<file path="src/hdl/swre_pkg.sv">
// Package with types, constants and codes shared by the receive engine files.
package swre_pkg;

    localparam int WINDOW_MAX_DEF = 32;
    localparam int PACKET_MAX_DEF = 512;

    localparam int WIN_W   = 6;
    localparam int LEN_W   = 10;
    localparam int FLEN_W  = 16;
    localparam int SPACE_W = 16;
    localparam int SLOT_W  = 5;
    localparam int PLEN_W  = 9;
    localparam int SEQ_W   = 32;

    localparam logic [WIN_W-1:0]  WINDOW_RESET = 6'd8;
    localparam logic [FLEN_W-1:0] ACK_LEN      = 16'd8;
    localparam logic [FLEN_W-1:0] HDR_LEN      = 16'd12;

    typedef enum logic [2:0] {
        KIND_REJECT     = 3'd0,
        KIND_ACK_OK     = 3'd1,
        KIND_ACK_DROP   = 3'd2,
        KIND_DUP        = 3'd3,
        KIND_STORED     = 3'd4,
        KIND_NOT_STORED = 3'd5,
        KIND_BEYOND     = 3'd6,
        KIND_DELIVER    = 3'd7
    } kind_t;

    typedef enum logic [1:0] {
        CLS_REJECT = 2'd0,
        CLS_ACK    = 2'd1,
        CLS_DATA   = 2'd2
    } cls_t;

    typedef struct packed {
        cls_t               cls;
        logic [SEQ_W-1:0]   seq;
        logic [SEQ_W-1:0]   ackno;
        logic [LEN_W-1:0]   len;
        logic [SPACE_W-1:0] space;
    } cmd_t;

    typedef struct packed {
        kind_t             kind;
        logic [SLOT_W-1:0] slot;
        logic [SEQ_W-1:0]  value;
        logic [PLEN_W-1:0] plen;
        logic              eof;
        logic              last;
    } res_t;

    typedef enum logic [2:0] {
        ST_IDLE,
        ST_DUPSCAN,
        ST_FREESCAN,
        ST_REL,
        ST_FLUSH
    } state_t;

endpackage

</file>
<file path="src/hdl/swre_if.sv">
// Channel interfaces for header items, result items and the window register write.
interface swre_rx_if;
    import swre_pkg::*;
    logic               valid;
    logic               ready;
    logic [FLEN_W-1:0]  received_length;
    logic [FLEN_W-1:0]  advertised_length;
    logic               checksum_ok;
    logic [SEQ_W-1:0]   sequence_number;
    logic [SEQ_W-1:0]   ack_number;
    logic [SPACE_W-1:0] output_space;
    modport source (output valid, received_length, advertised_length, checksum_ok,
                    sequence_number, ack_number, output_space, input ready);
    modport sink (input valid, received_length, advertised_length, checksum_ok,
                  sequence_number, ack_number, output_space, output ready);
endinterface

interface swre_tx_if;
    import swre_pkg::*;
    logic              valid;
    logic              ready;
    logic [2:0]        kind;
    logic [SLOT_W-1:0] slot;
    logic [SEQ_W-1:0]  value;
    logic [PLEN_W-1:0] payload_length;
    logic              end_of_file;
    logic              last;
    modport source (output valid, kind, slot, value, payload_length, end_of_file, last,
                    input ready);
    modport sink (input valid, kind, slot, value, payload_length, end_of_file, last,
                  output ready);
endinterface

interface swre_cfg_if;
    import swre_pkg::*;
    logic             valid;
    logic             ready;
    logic [WIN_W-1:0] window_size;
    modport source (output valid, window_size, input ready);
    modport sink (input valid, window_size, output ready);
endinterface

</file>
<file path="src/hdl/swre_front.sv">
// Front end: header check and classification of each incoming item.
module swre_front #(
    parameter int PACKET_MAX = swre_pkg::PACKET_MAX_DEF
) (
    swre_rx_if.sink        rx,
    input  logic           q_full,
    output logic           push,
    output swre_pkg::cmd_t cmd
);
    import swre_pkg::*;

    localparam logic [FLEN_W-1:0] PMAX = FLEN_W'(PACKET_MAX);

    logic hdr_ok;

    always_comb
    begin
        hdr_ok = (rx.received_length == rx.advertised_length) &&
                 (rx.advertised_length >= ACK_LEN) &&
                 (rx.advertised_length <= PMAX) &&
                 !((rx.advertised_length > ACK_LEN) && (rx.advertised_length < HDR_LEN)) &&
                 rx.checksum_ok;
        cmd.seq   = rx.sequence_number;
        cmd.ackno = rx.ack_number;
        cmd.len   = rx.advertised_length[LEN_W-1:0];
        cmd.space = rx.output_space;
        priority if (!hdr_ok)
            cmd.cls = CLS_REJECT;
        else if (rx.advertised_length == ACK_LEN)
            cmd.cls = CLS_ACK;
        else
            cmd.cls = CLS_DATA;
    end

    assign rx.ready = !q_full;
    assign push     = rx.valid && !q_full;

endmodule

</file>
<file path="src/hdl/swre_queue.sv">
// Two-entry command queue between the front end and the back end.
module swre_queue (
    input  logic           clk,
    input  logic           rst_n,
    input  logic           push,
    input  swre_pkg::cmd_t push_cmd,
    input  logic           pop,
    output swre_pkg::cmd_t head,
    output logic           not_empty,
    output logic           full,
    output logic [1:0]     count
);
    import swre_pkg::*;

    cmd_t       mem [2];
    logic       wr_ptr_reg;
    logic       rd_ptr_reg;
    logic [1:0] count_reg;

    always_ff @(posedge clk or negedge rst_n)
    begin
        if (!rst_n)
        begin
            wr_ptr_reg <= 1'b0;
            rd_ptr_reg <= 1'b0;
            count_reg  <= 2'd0;
        end
        else
        begin
            if (push)
                wr_ptr_reg <= !wr_ptr_reg;
            if (pop)
                rd_ptr_reg <= !rd_ptr_reg;
            if (push && !pop)
                count_reg <= count_reg + 2'd1;
            else if (pop && !push)
                count_reg <= count_reg - 2'd1;
        end
    end

    always_ff @(posedge clk)
    begin
        if (push)
            mem[wr_ptr_reg] <= push_cmd;
    end

    assign head      = mem[rd_ptr_reg];
    assign not_empty = (count_reg != 2'd0);
    assign full      = (count_reg == 2'd2);
    assign count     = count_reg;

endmodule

</file>
<file path="src/hdl/swre_back.sv">
// Back end: ack handling, slot buffer search and store, in-order release, result output.
module swre_back #(
    parameter int WINDOW_MAX = swre_pkg::WINDOW_MAX_DEF
) (
    input  logic                     clk,
    input  logic                     rst_n,
    input  logic [swre_pkg::WIN_W-1:0] window_size,
    input  swre_pkg::cmd_t           head,
    input  logic                     q_valid,
    output logic                     pop,
    swre_tx_if.source                tx
);
    import swre_pkg::*;

    localparam int IDX_W = (WINDOW_MAX > 1) ? $clog2(WINDOW_MAX) : 1;
    localparam int CNT_W = $clog2(WINDOW_MAX + 1);
    localparam int CMP_W = (CNT_W > WIN_W) ? CNT_W : WIN_W;

    state_t state_reg, state_next;

    logic [CNT_W-1:0]   j_reg, i_reg;
    logic [SEQ_W-1:0]   seq_reg;
    logic [LEN_W-1:0]   len_reg;
    logic [SPACE_W-1:0] space_reg;
    logic [SEQ_W-1:0]   acked_reg, deliv_reg;
    logic               eof_reg;
    logic [WINDOW_MAX-1:0] valid_reg;
    logic [SEQ_W-1:0]   seqno_mem [WINDOW_MAX];
    logic [LEN_W-1:0]   len_mem   [WINDOW_MAX];
    res_t               pend_reg;
    logic               tx_valid_reg;
    res_t               tx_reg;

    logic [CNT_W-1:0]   w;
    logic [IDX_W-1:0]   jx;
    logic               out_free, scan_end, hit_dup, slot_free, rel_hit, rel_full;
    logic               rel_emit, rel_adv, rel_end, flush;
    logic [SEQ_W-1:0]   ack_d;
    logic               ack_ok, is_dup, in_win;
    logic [LEN_W-1:0]   cur_len;
    logic [LEN_W-1:0]   cur_plen;
    res_t               idle_res, deliver_res, scan_res, tx_load;

    // Effective window: zero acts as one, clamped to the buffer depth.
    always_comb
    begin
        priority if (window_size == '0)
            w = CNT_W'(1);
        else if (CMP_W'(window_size) > CMP_W'(WINDOW_MAX))
            w = CNT_W'(WINDOW_MAX);
        else
            w = CNT_W'(window_size);
    end

    always_comb
    begin
        jx        = j_reg[IDX_W-1:0];
        out_free  = !tx_valid_reg || tx.ready;
        scan_end  = (j_reg == w);
        cur_len   = len_mem[jx];
        cur_plen  = (cur_len >= LEN_W'(HDR_LEN)) ? cur_len - LEN_W'(HDR_LEN) : '0;
        hit_dup   = valid_reg[jx] && (seqno_mem[jx] == seq_reg);
        slot_free = !valid_reg[jx];
        rel_hit   = valid_reg[jx] && (seqno_mem[jx] == deliv_reg + 32'd1);
        rel_full  = (space_reg <= SPACE_W'(cur_len));
        rel_end   = (i_reg == w);
        rel_emit  = (state_reg == ST_REL) && !rel_end && rel_hit && !rel_full && out_free;
        rel_adv   = (state_reg == ST_REL) && !rel_end && (!rel_hit || rel_emit);
        flush     = (state_reg == ST_FLUSH) && out_free;
        pop       = (state_reg == ST_IDLE) && q_valid;

        ack_d  = head.ackno - acked_reg - 32'd1;
        ack_ok = !ack_d[SEQ_W-1] && (ack_d <= SEQ_W'(w));
        is_dup = (head.seq <= deliv_reg);
        in_win = (head.seq <= deliv_reg + SEQ_W'(w));

        idle_res = '0;
        idle_res.kind = KIND_REJECT;
        unique case (head.cls)
            CLS_ACK:
            begin
                idle_res.kind  = ack_ok ? KIND_ACK_OK : KIND_ACK_DROP;
                idle_res.value = ack_ok ? head.ackno - 32'd1 : acked_reg;
            end
            CLS_DATA:
            begin
                if (is_dup)
                begin
                    idle_res.kind  = KIND_DUP;
                    idle_res.value = deliv_reg + 32'd1;
                end
                else
                    idle_res.kind = KIND_BEYOND;
            end
            default: idle_res.kind = KIND_REJECT;
        endcase

        deliver_res       = '0;
        deliver_res.kind  = KIND_DELIVER;
        deliver_res.slot  = SLOT_W'(jx);
        deliver_res.value = seqno_mem[jx] + 32'd1;
        deliver_res.plen  = cur_plen[PLEN_W-1:0];
        deliver_res.eof   = (cur_len == LEN_W'(HDR_LEN));

        // Search outcome: a free slot found stores the item; a repeat or no room does not.
        scan_res      = '0;
        scan_res.kind = (state_reg == ST_FREESCAN && !scan_end) ? KIND_STORED
                                                                : KIND_NOT_STORED;
        scan_res.slot = (state_reg == ST_FREESCAN && scan_end) ? '0 : SLOT_W'(jx);

        tx_load      = pend_reg;
        tx_load.last = flush;
    end

    always_comb
    begin
        state_next = state_reg;
        unique case (state_reg)
            ST_IDLE:
                if (q_valid)
                    state_next = (head.cls == CLS_DATA && !is_dup && in_win) ?
                                 ST_DUPSCAN : ST_FLUSH;
            ST_DUPSCAN:
                priority if (scan_end)
                    state_next = ST_FREESCAN;
                else if (hit_dup)
                    state_next = eof_reg ? ST_FLUSH : ST_REL;
            ST_FREESCAN:
                if (scan_end || slot_free)
                    state_next = eof_reg ? ST_FLUSH : ST_REL;
            ST_REL:
                priority if (rel_end)
                    state_next = ST_FLUSH;
                else if (rel_hit && rel_full)
                    state_next = ST_FLUSH;
                else if (rel_emit && deliver_res.eof)
                    state_next = ST_FLUSH;
            ST_FLUSH:
                if (out_free)
                    state_next = ST_IDLE;
            default: state_next = ST_IDLE;
        endcase
    end

    always_ff @(posedge clk or negedge rst_n)
    begin
        if (!rst_n)
        begin
            state_reg      <= ST_IDLE;
            acked_reg      <= '0;
            deliv_reg      <= '0;
            eof_reg        <= 1'b0;
            valid_reg      <= '0;
            tx_valid_reg   <= 1'b0;
            j_reg          <= '0;
            i_reg          <= '0;
        end
        else
        begin
            state_reg <= state_next;
            if (rel_emit || flush)
                tx_valid_reg <= 1'b1;
            else if (tx.ready)
                tx_valid_reg <= 1'b0;
            unique case (state_reg)
                ST_IDLE:
                    if (q_valid)
                    begin
                        j_reg <= '0;
                        if (head.cls == CLS_ACK && ack_ok)
                            acked_reg <= head.ackno - 32'd1;
                    end
                ST_DUPSCAN:
                    priority if (scan_end)
                        j_reg <= '0;
                    else if (hit_dup)
                    begin
                        j_reg <= '0;
                        i_reg <= '0;
                    end
                    else
                        j_reg <= j_reg + CNT_W'(1);
                ST_FREESCAN:
                    priority if (scan_end)
                    begin
                        j_reg <= '0;
                        i_reg <= '0;
                    end
                    else if (slot_free)
                    begin
                        valid_reg[jx]  <= 1'b1;
                        j_reg <= '0;
                        i_reg <= '0;
                    end
                    else
                        j_reg <= j_reg + CNT_W'(1);
                ST_REL:
                begin
                    if (rel_emit)
                    begin
                        deliv_reg     <= deliv_reg + 32'd1;
                        valid_reg[jx] <= 1'b0;
                        if (deliver_res.eof)
                            eof_reg <= 1'b1;
                    end
                    if (rel_adv)
                    begin
                        if (j_reg == w - CNT_W'(1))
                        begin
                            j_reg <= '0;
                            i_reg <= i_reg + CNT_W'(1);
                        end
                        else
                            j_reg <= j_reg + CNT_W'(1);
                    end
                end
                default: ;
            endcase
        end
    end

    // Payload registers and slot memory, no reset.
    always_ff @(posedge clk)
    begin
        if (pop)
        begin
            seq_reg   <= head.seq;
            len_reg   <= head.len;
            space_reg <= head.space;
            pend_reg  <= idle_res;
        end
        if (state_reg == ST_DUPSCAN && !scan_end && hit_dup)
            pend_reg <= scan_res;
        if (state_reg == ST_FREESCAN)
        begin
            if (scan_end)
                pend_reg <= scan_res;
            else if (slot_free)
            begin
                seqno_mem[jx] <= seq_reg;
                len_mem[jx]   <= len_reg;
                pend_reg      <= scan_res;
            end
        end
        if (rel_emit)
        begin
            pend_reg  <= deliver_res;
            space_reg <= space_reg - SPACE_W'(cur_plen);
        end
        if (rel_emit || flush)
            tx_reg <= tx_load;
    end

    assign tx.valid          = tx_valid_reg;
    assign tx.kind           = tx_reg.kind;
    assign tx.slot           = tx_reg.slot;
    assign tx.value          = tx_reg.value;
    assign tx.payload_length = tx_reg.plen;
    assign tx.end_of_file    = tx_reg.eof;
    assign tx.last           = tx_reg.last;

endmodule

</file>
<file path="src/hdl/sliding_window_receive_engine.sv">
// Top level of the sliding window receive engine: front end, command queue and back end.
// A rejected header or an ack item passes through the command queue, the idle state and
// the flush state before its result is offered. For new in-window data the effective
// window is searched for a repeat, a free slot and in-order release, then the final
// result handed over; the single back end scans one slot a cycle unless output stalls.
// Reset (rst_n, asynchronous, active low) empties the queue and output, clears all slot
// valid bits, the acked count, delivered sequence number and end of file, window = 8.
module sliding_window_receive_engine #(
    parameter int WINDOW_MAX = swre_pkg::WINDOW_MAX_DEF,
    parameter int PACKET_MAX = swre_pkg::PACKET_MAX_DEF
) (
    input  logic      clk,
    input  logic      rst_n,
    swre_rx_if.sink   rx,
    swre_tx_if.source tx,
    swre_cfg_if.sink  cfg
);
    import swre_pkg::*;

    // Window reg set directly; user keeps configuration to idle, not enforced here.
    logic [WIN_W-1:0] window_size_reg;

    always_ff @(posedge clk or negedge rst_n)
    begin
        if (!rst_n)
            window_size_reg <= WINDOW_RESET;
        else if (cfg.valid)
            window_size_reg <= cfg.window_size;
    end

    assign cfg.ready = 1'b1;

    // The front end classifies each header item and pushes a command.
    cmd_t       push_cmd, head;
    logic       push, pop, q_valid, q_full;
    logic [1:0] q_count;

    swre_front #(.PACKET_MAX(PACKET_MAX)) u_front (
        .rx     (rx),
        .q_full (q_full),
        .push   (push),
        .cmd    (push_cmd)
    );

    swre_queue u_queue (
        .clk       (clk),
        .rst_n     (rst_n),
        .push      (push),
        .push_cmd  (push_cmd),
        .pop       (pop),
        .head      (head),
        .not_empty (q_valid),
        .full      (q_full),
        .count     (q_count)
    );

    // The back end owns all protocol state and produces every result item.
    swre_back #(.WINDOW_MAX(WINDOW_MAX)) u_back (
        .clk         (clk),
        .rst_n       (rst_n),
        .window_size (window_size_reg),
        .head        (head),
        .q_valid     (q_valid),
        .pop         (pop),
        .tx          (tx)
    );

    a_queue_bound: assert property (@(posedge clk) disable iff (!rst_n)
        q_count <= 2'd2)
        else $error("command queue overflow");

    a_queue_push: assert property (@(posedge clk) disable iff (!rst_n)
        (rx.valid && rx.ready && !pop) |=> (q_count == $past(q_count) + 2'd1))
        else $error("accepted item not queued");

    a_single_last: assert property (@(posedge clk) disable iff (!rst_n)
        (tx.valid && (tx.kind == KIND_REJECT || tx.kind == KIND_ACK_OK ||
                      tx.kind == KIND_ACK_DROP || tx.kind == KIND_DUP ||
                      tx.kind == KIND_BEYOND)) |-> tx.last)
        else $error("single-result item without last");

endmodule

</file>
<file path="src/flat_wrapper.sv">
// flat-port wrapper written by rule: the top's interface ports become plain ports
module sliding_window_receive_engine_flat import swre_pkg::*;
#(
    parameter int WINDOW_MAX = swre_pkg::WINDOW_MAX_DEF,
    parameter int PACKET_MAX = swre_pkg::PACKET_MAX_DEF
)
  (clk, rst_n, rx_valid, rx_received_length, rx_advertised_length, rx_checksum_ok, rx_sequence_number, rx_ack_number, rx_output_space, rx_ready, tx_valid, tx_kind, tx_slot, tx_value, tx_payload_length, tx_end_of_file, tx_last, tx_ready, cfg_valid, cfg_window_size, cfg_ready);
  swre_rx_if rx_i ();
  swre_tx_if tx_i ();
  swre_cfg_if cfg_i ();
  input  logic clk;
  input  logic rst_n;
  input wire logic [$bits(rx_i.valid)-1:0] rx_valid;
  input wire logic [$bits(rx_i.received_length)-1:0] rx_received_length;
  input wire logic [$bits(rx_i.advertised_length)-1:0] rx_advertised_length;
  input wire logic [$bits(rx_i.checksum_ok)-1:0] rx_checksum_ok;
  input wire logic [$bits(rx_i.sequence_number)-1:0] rx_sequence_number;
  input wire logic [$bits(rx_i.ack_number)-1:0] rx_ack_number;
  input wire logic [$bits(rx_i.output_space)-1:0] rx_output_space;
  output wire logic [$bits(rx_i.ready)-1:0] rx_ready;
  output wire logic [$bits(tx_i.valid)-1:0] tx_valid;
  output wire logic [$bits(tx_i.kind)-1:0] tx_kind;
  output wire logic [$bits(tx_i.slot)-1:0] tx_slot;
  output wire logic [$bits(tx_i.value)-1:0] tx_value;
  output wire logic [$bits(tx_i.payload_length)-1:0] tx_payload_length;
  output wire logic [$bits(tx_i.end_of_file)-1:0] tx_end_of_file;
  output wire logic [$bits(tx_i.last)-1:0] tx_last;
  input wire logic [$bits(tx_i.ready)-1:0] tx_ready;
  input wire logic [$bits(cfg_i.valid)-1:0] cfg_valid;
  input wire logic [$bits(cfg_i.window_size)-1:0] cfg_window_size;
  output wire logic [$bits(cfg_i.ready)-1:0] cfg_ready;
  assign rx_i.valid = rx_valid;
  assign rx_i.received_length = rx_received_length;
  assign rx_i.advertised_length = rx_advertised_length;
  assign rx_i.checksum_ok = rx_checksum_ok;
  assign rx_i.sequence_number = rx_sequence_number;
  assign rx_i.ack_number = rx_ack_number;
  assign rx_i.output_space = rx_output_space;
  assign rx_ready = rx_i.ready;
  assign tx_valid = tx_i.valid;
  assign tx_kind = tx_i.kind;
  assign tx_slot = tx_i.slot;
  assign tx_value = tx_i.value;
  assign tx_payload_length = tx_i.payload_length;
  assign tx_end_of_file = tx_i.end_of_file;
  assign tx_last = tx_i.last;
  assign tx_i.ready = tx_ready;
  assign cfg_i.valid = cfg_valid;
  assign cfg_i.window_size = cfg_window_size;
  assign cfg_ready = cfg_i.ready;
  sliding_window_receive_engine #(.WINDOW_MAX(WINDOW_MAX), .PACKET_MAX(PACKET_MAX)) u_core (.clk(clk), .rst_n(rst_n), .rx(rx_i), .tx(tx_i), .cfg(cfg_i));
endmodule
</file>
<file path="config.mk">
export PLATFORM = sky130hd
export DESIGN_NAME = sliding_window_receive_engine_flat
export DESIGN_NICKNAME = d
export VERILOG_FILES = /design/src/hdl/swre_pkg.sv /design/src/hdl/swre_if.sv /design/src/hdl/swre_front.sv /design/src/hdl/swre_queue.sv /design/src/hdl/swre_back.sv /design/src/hdl/sliding_window_receive_engine.sv /design/src/flat_wrapper.sv
export SDC_FILE = /design/constraint.sdc
export NUM_CORES = 2
export LEC_CHECK = 0
export BUFFER_PORTS_ARGS = -buffer_cell sky130_fd_sc_hd__buf_4
export CAP_MARGIN = 20
export CELL_PAD_IN_SITES_DETAIL_PLACEMENT = 2
export CELL_PAD_IN_SITES_GLOBAL_PLACEMENT = 2
export CORE_MARGIN = 2
export CORE_UTILIZATION = 44
export CTS_BUF_LIST = sky130_fd_sc_hd__clkbuf_8
export DETAILED_ROUTE_END_ITERATION = 10
export PLACE_DENSITY = 0.78
export SLEW_MARGIN = 20
export SYNTH_ARGS = -nofsm -noshare
export SYNTH_HDL_FRONTEND = slang
export SYNTH_SLANG_ARGS = --single-unit
export TNS_END_PERCENT = 10
</file>
<file path="constraint.sdc">
create_clock -name clk -period 7.95 [get_ports clk]
set_input_delay 0.795 -clock clk [delete_from_list [all_inputs] [get_ports clk]]
set_output_delay 0.795 -clock clk [all_outputs]
set_load 0.03 [all_outputs]
</file>
Word-level counts from Yosys, hierarchy flattened
Memories as Yosys holds them, arrays and structs flattened. Cells that the tools add are included. Widths: inputs -> output; s select.

Memories kept: 3. Bits in writable memories: 1528. Logic and storage cells: 213. Register bits: 283. Input port bits: 124. Output and inout bits: 54.

Equality and inequality tests: 28. Add/sub/neg operators: 13. Bitwise logic cells: 3. Reduce and logical (&&, ||, !) cells: 62. Order comparisons: 12. Multiplexer cells: 65.

Memory list: u_core.u_back.seqno_mem (depth 32, bits a word 32, rd ports 1, clocked after memory_dff 0, wr ports 1, line swre_back.sv:28) `logic [SEQ_W-1:0] seqno_mem [WINDOW_MAX];`; u_core.u_back.len_mem (depth 32, bits a word 10, rd ports 1, clocked after memory_dff 0, wr ports 1, line swre_back.sv:29) `logic [LEN_W-1:0] len_mem [WINDOW_MAX];`; u_core.u_queue.mem (depth 2, bits a word 92, rd ports 1, clocked after memory_dff 0, wr ports 1, line swre_queue.sv:15) `cmd_t mem [2];`.

Operators with widths (number): $mux 51 (5); $mux 32 (5); $pmux 32 s2 (2); $mux 6 (15); $add 32x1->32 const B (2); $eq 32x32->1 (2); $le 32x32->1 (2); $sub 32x1->32 const B (2); $mux 48 (1); $mux 3 (11); $add 32x6->32 (1); $and 32x32->32 (1); $le 32x6->1 (1); $mux 16 (2); $not 32->32 (1); $or 32x32->32 (1); $sub 32x32->32 (1); $logic_and 1x1->1 (28); $pmux 6 s4 (1); $eq 6x6->1 (3); $ne 2x2->1 const B (9); $pmux 6 s3 (1); $eq 16x16->1 (1); $eq 16x4->1 const B (1); other kinds (44) (84).

Logic depth before layout (Yosys ltp)
Depth after elaboration: 14. Gate-level depth with buffers: 35. Depth with buffers taken out: 29.

Modules after synthesis
From an unflattened synthesis, not the netlist that was laid out.

Cell total of the unflattened synthesis: 5102. Area total of the unflattened synthesis: 78893.2 um^2.

Modules (own cells, without submodules): swre_back (seq. area each 47460.5 um^2, cells each 4659, times used 1, area each 70560.2 um^2); swre_queue (seq. area each 5625.4 um^2, cells each 302, times used 1, area each 7109.3 um^2); swre_front (seq. area each 0.0 um^2, cells each 126, times used 1, area each 959.7 um^2); sliding_window_receive_engine (seq. area each 151.4 um^2, cells each 15, times used 1, area each 264.0 um^2).

Least setup slack after synthesis
Ideal clock, no wire load.

Kind: flip-flop to flip-flop. Start: register u_core.u_queue.rd_ptr_reg. End: register u_core.u_back.acked_reg[10]. Clock period less this slack: 7.609 ns. Setup time: 0.125 ns. Buffers on the path: 9. Stages on the path, launching flop included: 29. Data required time: 7.825 ns. Slack: 0.341 ns. Arrival time: 7.485 ns. Cells stage by stage: dfrtp_1 clkbuf_1 clkbuf_1 buf_1 clkbuf_1 clkbuf_1 clkbuf_1 clkbuf_1 mux2i_1 inv_1 ha_1 a21o_1 and4_1 nor2_1 xnor2_1 ha_1 a2111oi_0 a21oi_1 a21oi_1 nand3_1 nor4b_1 nand4b_1 nor4_1 nand3_1 or4b_1 clkbuf_1 nor2_1 clkbuf_1 mux2_2.

Longest elaborated chain between the ends: 7. Elaborated cells between the ends (all ways): 10. Classes of those cells: add/sub (3); order compare (1); eq/ne (1); reduce/logical (4); memory (1).

Ends and longest elaborated chain: start: declaration (line swre_queue.sv:17) `logic rd_ptr_reg;`; start signal: assignment (line swre_queue.sv:33) `rd_ptr_reg <= !rd_ptr_reg;`; $mem_v2 2x92 *; $sub 32x32->32 (line swre_back.sv:72) `ack_d = head.ackno - acked_reg - 32'd1;`; $sub 32x1->32 (line swre_back.sv:72); $le 32x6->1 / $logic_not 1->1 (equally long branches) (line swre_back.sv:73) `ack_ok = !ack_d[SEQ_W-1] && (ack_d <= SEQ_W'(w));`; $logic_and 1x1->1 (line swre_back.sv:73); $logic_and 1x1->1 (line swre_back.sv:170) `if (head.cls == CLS_ACK && ack_ok)`; $reduce_and 3->1 (no line); end signal: assignment (line swre_back.sv:171) `acked_reg <= head.ackno - 32'd1;`; end: declaration (line swre_back.sv:25) `logic [SEQ_W-1:0] acked_reg, deliv_reg;`.

Mark *: on every way between the ends. The rest lies on a longest branch, timed or not. A chain may end at the register's enable or synchronous reset.

==> run_results.csv <==
group,metric,value,unit
run_status,status,"completed",
floorplan,dieArea,0.1790,mm²
worst_setup_path,r2r-start,"u_core.u_back.j_reg[4]$_DFFE_PN0P_",
floorplan,die_h,423.0,µm
cells_and_area,area_growth,15.39,%
synth,synth_common_cells,"edfxtp_1 (1637), mux2i_1 (582), o22ai_1 (264)",
sta,hold_viol,0,
global_route,grt_pass1_vias,57000,
floorplan,core,0.1742,mm²
synth,synthTopCellsByArea,"edfxtp_1 (64%), mux2i_1 (7.5%), dfrtp_1 (4.0%)",
routing,via_per_inst,6.530,
worst_setup_path,crit_path_max_fanout,24,
routing,drt_iter0_drc,6043,
routing,drcViolationCount,0,
sta,rsz0062_at_grt,"no",
power_and_ir_drop,clkPwrFrac,30.4,%
synth,synthCells,4969,
run,maxCapViolCount,0,
global_route,grt_usage,35.89,%
sta,layout_min_cycle_time,7.338,ns
routing,drt-wirelength-per-cell,40.39,µm
global_route,antenna_found_initial,9,
placed_design,place_hpwl,192.2,mm
sta,fin_crit_sh,92.30,%
sta,fin_tns_setup,0,ns
clocking,post-cts-setup-buffers,0,
clocking,clk_path_buf_depth,4,
synth,synth_ff_type,"edfxtp_1",
clocking,cts-root-buf,"clkbuf_8",
min_path,holdPathEnd,"u_core.window_size_reg[3]$_DFFE_PN1P_",
synth,seq_area_frac_synth,68.91,%
floorplan,dieWidth,423.0,µm
cells_and_area,final_nets,5751,
power_and_ir_drop,combPwrFrac,23.5,%
worst_setup_path,crit_required,8.86,ns
sta,setup_slack,0.6118,ns
synth,synth_area,0.07726,mm²
placed_design,place_congestion,0.8728,
power_and_ir_drop,p_int,18.48,mW
routing,via_count,52540,
routing,drt-pass1-iter-count,5,
global_route,grt_pass1_wl,452.7,mm
synth,synth_nets,5236,
clocking,cts_made_buffers,321,
clocking,cts_sinks,1810,
synth,synth-compound-area-share,5.953,%
synth,synthXorXnorAreaFrac,3.084,%
worst_setup_path,crit_chain,"buf_4 -> nor3b_1 -> buf_4 -> a22oi_1 -> nand4_1 -> inv_1 -> ha_1 -> o21ai_0 -> nand2b_1 -> a21oi_1 -> nor2_1 -> o21ai_0 -> o211ai_1 -> nand4_1 -> nor4_1 -> and2_2 -> buf_4 -> nand2_1 -> o21ai_0 -> o21ai_0",
synth,async_flop_share,6.796,%
worst_setup_path,crit_path_frequent_cell,"o21ai_0",
synth,synth_edf_count,1637,
sta,skew,0.1397,ns
worst_setup_path,cpPeakStageDelay,0.89,ns
power_and_ir_drop,power_frac_seq,46.1,%
sta,relSlewSlack,16.70,%
worst_setup_path,crit_arrival,8.25,ns
clocking,cts_tree,"yes",
clocking,insertion_delay,1.13,ns
min_path,hold_depth,2,
min_path,min_path_type,"input pin to flip-flop",
sta,tightest_slew,1.247,ns
worst_setup_path,endpoint_kind,"flip-flop",
min_path,hp-start,"cfg_window_size[3]",
power_and_ir_drop,ir_drop,0.2665,mV
worst_setup_path,r2r_slack,0.61,ns
worst_setup_path,r2r_cells,20,
synth,synth_top_family_by_area,"multiplexers",
sta,maxSlewViolCount,0,
clocking,cts_resized,0,
routing,wl,324.9,mm
clocking,cts_max_level,5,
synth,synth_top_area_share,63.63,%
clocking,cts_hold_buf,94,
floorplan,initial_utilization,44.35,%
worst_setup_path,cp-start-kind,"flip-flop",
synth,synth_mux_area_share,11.57,%
power_and_ir_drop,p_per_area,313.7,mW/mm²
power_and_ir_drop,swShare,33.94,%
synth,ys_warn_count,0,
worst_setup_path,slowest_stage,"dfrtp_1",
cells_and_area,top_register,"u_core.u_back.seqno_mem",
cells_and_area,drive_gt1_share,17.68,%
sta,setup_viol,0,
floorplan,ios,178,
synth,ys_ff_latch,1810,
global_route,grt_max_degree,76,
sta,clock.fmax,136.3,MHz
synth,yosys.area_share.simple,5.829,%
synth,synth_fa_ha_area_share,2.345,%
synth,synth.avg_cell_area,15.55,µm²
synth,synth.distinct_cells,86,
power_and_ir_drop,p_switching,9.491,mW
synth,synthMostInstantiatedCell,"edfxtp_1",
worst_setup_path,critPathKind,"flip-flop to flip-flop",
placed_design,place.port_buffers,176,
cells_and_area,largest_reg_flops,1024,
placed_design,dp_slack,1.166,ns
power_and_ir_drop,leakage,29.37,nW
global_route,grt.overflow.total,0,
cells_and_area,top_regs,"u_core.u_back.seqno_mem x1024, u_core.u_back.len_mem x320, u_core.u_queue.mem x184",
clocking,clk_pin_slew,0.07,ns
floorplan,row_count,153,
routing,ant_nets,0,
synth,synth_area_leader_cell,"edfxtp_1",
==> cells by family (layout without fill, tap and decap cells) <==
logic type | count (synthesis) | after routing
flip-flops | 1810 | 1810
AO/OA/AOI/OAI | 716 | 716
XOR/XNOR | 272 | 272
AND/OR/NAND/NOR | 876 | 876
other | 1 | 4
buffers and inverters | 385 | 1133
multiplexers | 766 | 766
adder cells (fa/ha/maj) | 143 | 143
==> worst max-delay path by stage <==
| stage | startpoint | endpoint | slack, ns | depth (start not counted) |
|---|---|---|---|---|
| after floorplan | u_core.u_queue.rd_ptr_reg$_DFFE_PN0P_ | u_core.u_back.acked_reg[10]$_DFFE_PN0P_ | 0.34 | 28 |
| after global placement | u_core.u_queue.rd_ptr_reg$_DFFE_PN0P_ | u_core.u_back.acked_reg[20]$_DFFE_PN0P_ | 1.44 | 20 |
| after detailed placement | u_core.window_size_reg[2]$_DFFE_PN0P_ | u_core.u_back.state_reg[2]$_DFFE_PN0P_ | 1.17 | 24 |
| after CTS | u_core.window_size_reg[2]$_DFFE_PN0P_ | u_core.u_back.state_reg[0]$_DFFE_PN0P_ | 0.84 | 29 |
| after global routing | u_core.window_size_reg[2]$_DFFE_PN0P_ | u_core.u_back.state_reg[0]$_DFFE_PN0P_ | 0.31 | 29 |
| final | u_core.u_back.j_reg[4]$_DFFE_PN0P_ | flip-flop | 0.61 | 20 |
==> power by group through the flow <==
stage | Clock [mW] | Sequential, mW | Combinational (mW)
floorplan | 0 | 13.3 | 3.24
global placement | 0 | 13.3 | 5.22
detailed placement | 0 | 13.5 | 5.54
CTS | 8.51 | 13.4 | 5.70
global route | 8.87 | 12.9 | 6.92
finish | 8.50 | 12.9 | 6.57
==> per-layer routing <==
metal	vias up	track usage, %	wire (µm)
met2	3483	59.67	158400
met4	6	21.09	21150
met3	1058	7.593	28300
met5	-	0	37
li1	20410	-	-
met1	27580	43.15	117100
==> stage by stage <==
stage	hold WS (ns)	cell area [µm²]	std cells	utilization (%)	total power, mW
floorplan	0.4081	77260	4969	-	16.52
global placement	0.4136	81920	7357	47.02	18.54
detailed placement	0.4258	82000	7361	47.07	19.07
CTS	0.005849	88660	8011	50.90	27.58
global route	-0.01772	89150	8045	51.17	28.71
finish	0.03492	89150	8045	51.17	27.97
==> layout by cell type, fill, tap and decap left out, drive strengths merged, types with 66 or more instances in the layout <==
master	n
mux4	92
clkbuf	348
nor3	66
o21ai	113
a21oi	108
nor4	88
edfxtp	1637
xnor2	226
inv	237
clkinv	97
o22ai	266
nor2	181
nand4	72
nand2	223
dlygate4sd3	94
mux2	92
dfrtp	122
mux2i	582
buf	350
ha	140
==> worst max-delay path: cells and delay by family (launching register included) <==
kind	cells	cell delay (ns)
DFF	1	0.89
adders and majority gates	1	0.34
and+or+nand+nor	8	3.14
buffers and inverters	4	1.37
AOI/OAI and AO/OA	7	1.39
==> area by class of cell <==
| cell class | count | area, µm² |
|---|---|---|
| Sequential cell | 1810 | 53250 |
| Clock buffer | 348 | 4790 |
| Inverter | 133 | 499.2 |
| Fill cell | 15950 | 85060 |
| Multi-Input combinational cell | 2774 | 22620 |
| Timing Repair Buffer | 444 | 4136 |
| Clock inverter | 208 | 934.6 |
| Tap cell | 2325 | 2909 |
| Antenna cell | 3 | 7.507 |
No activity file was read; power rests on OpenSTA's default activity.
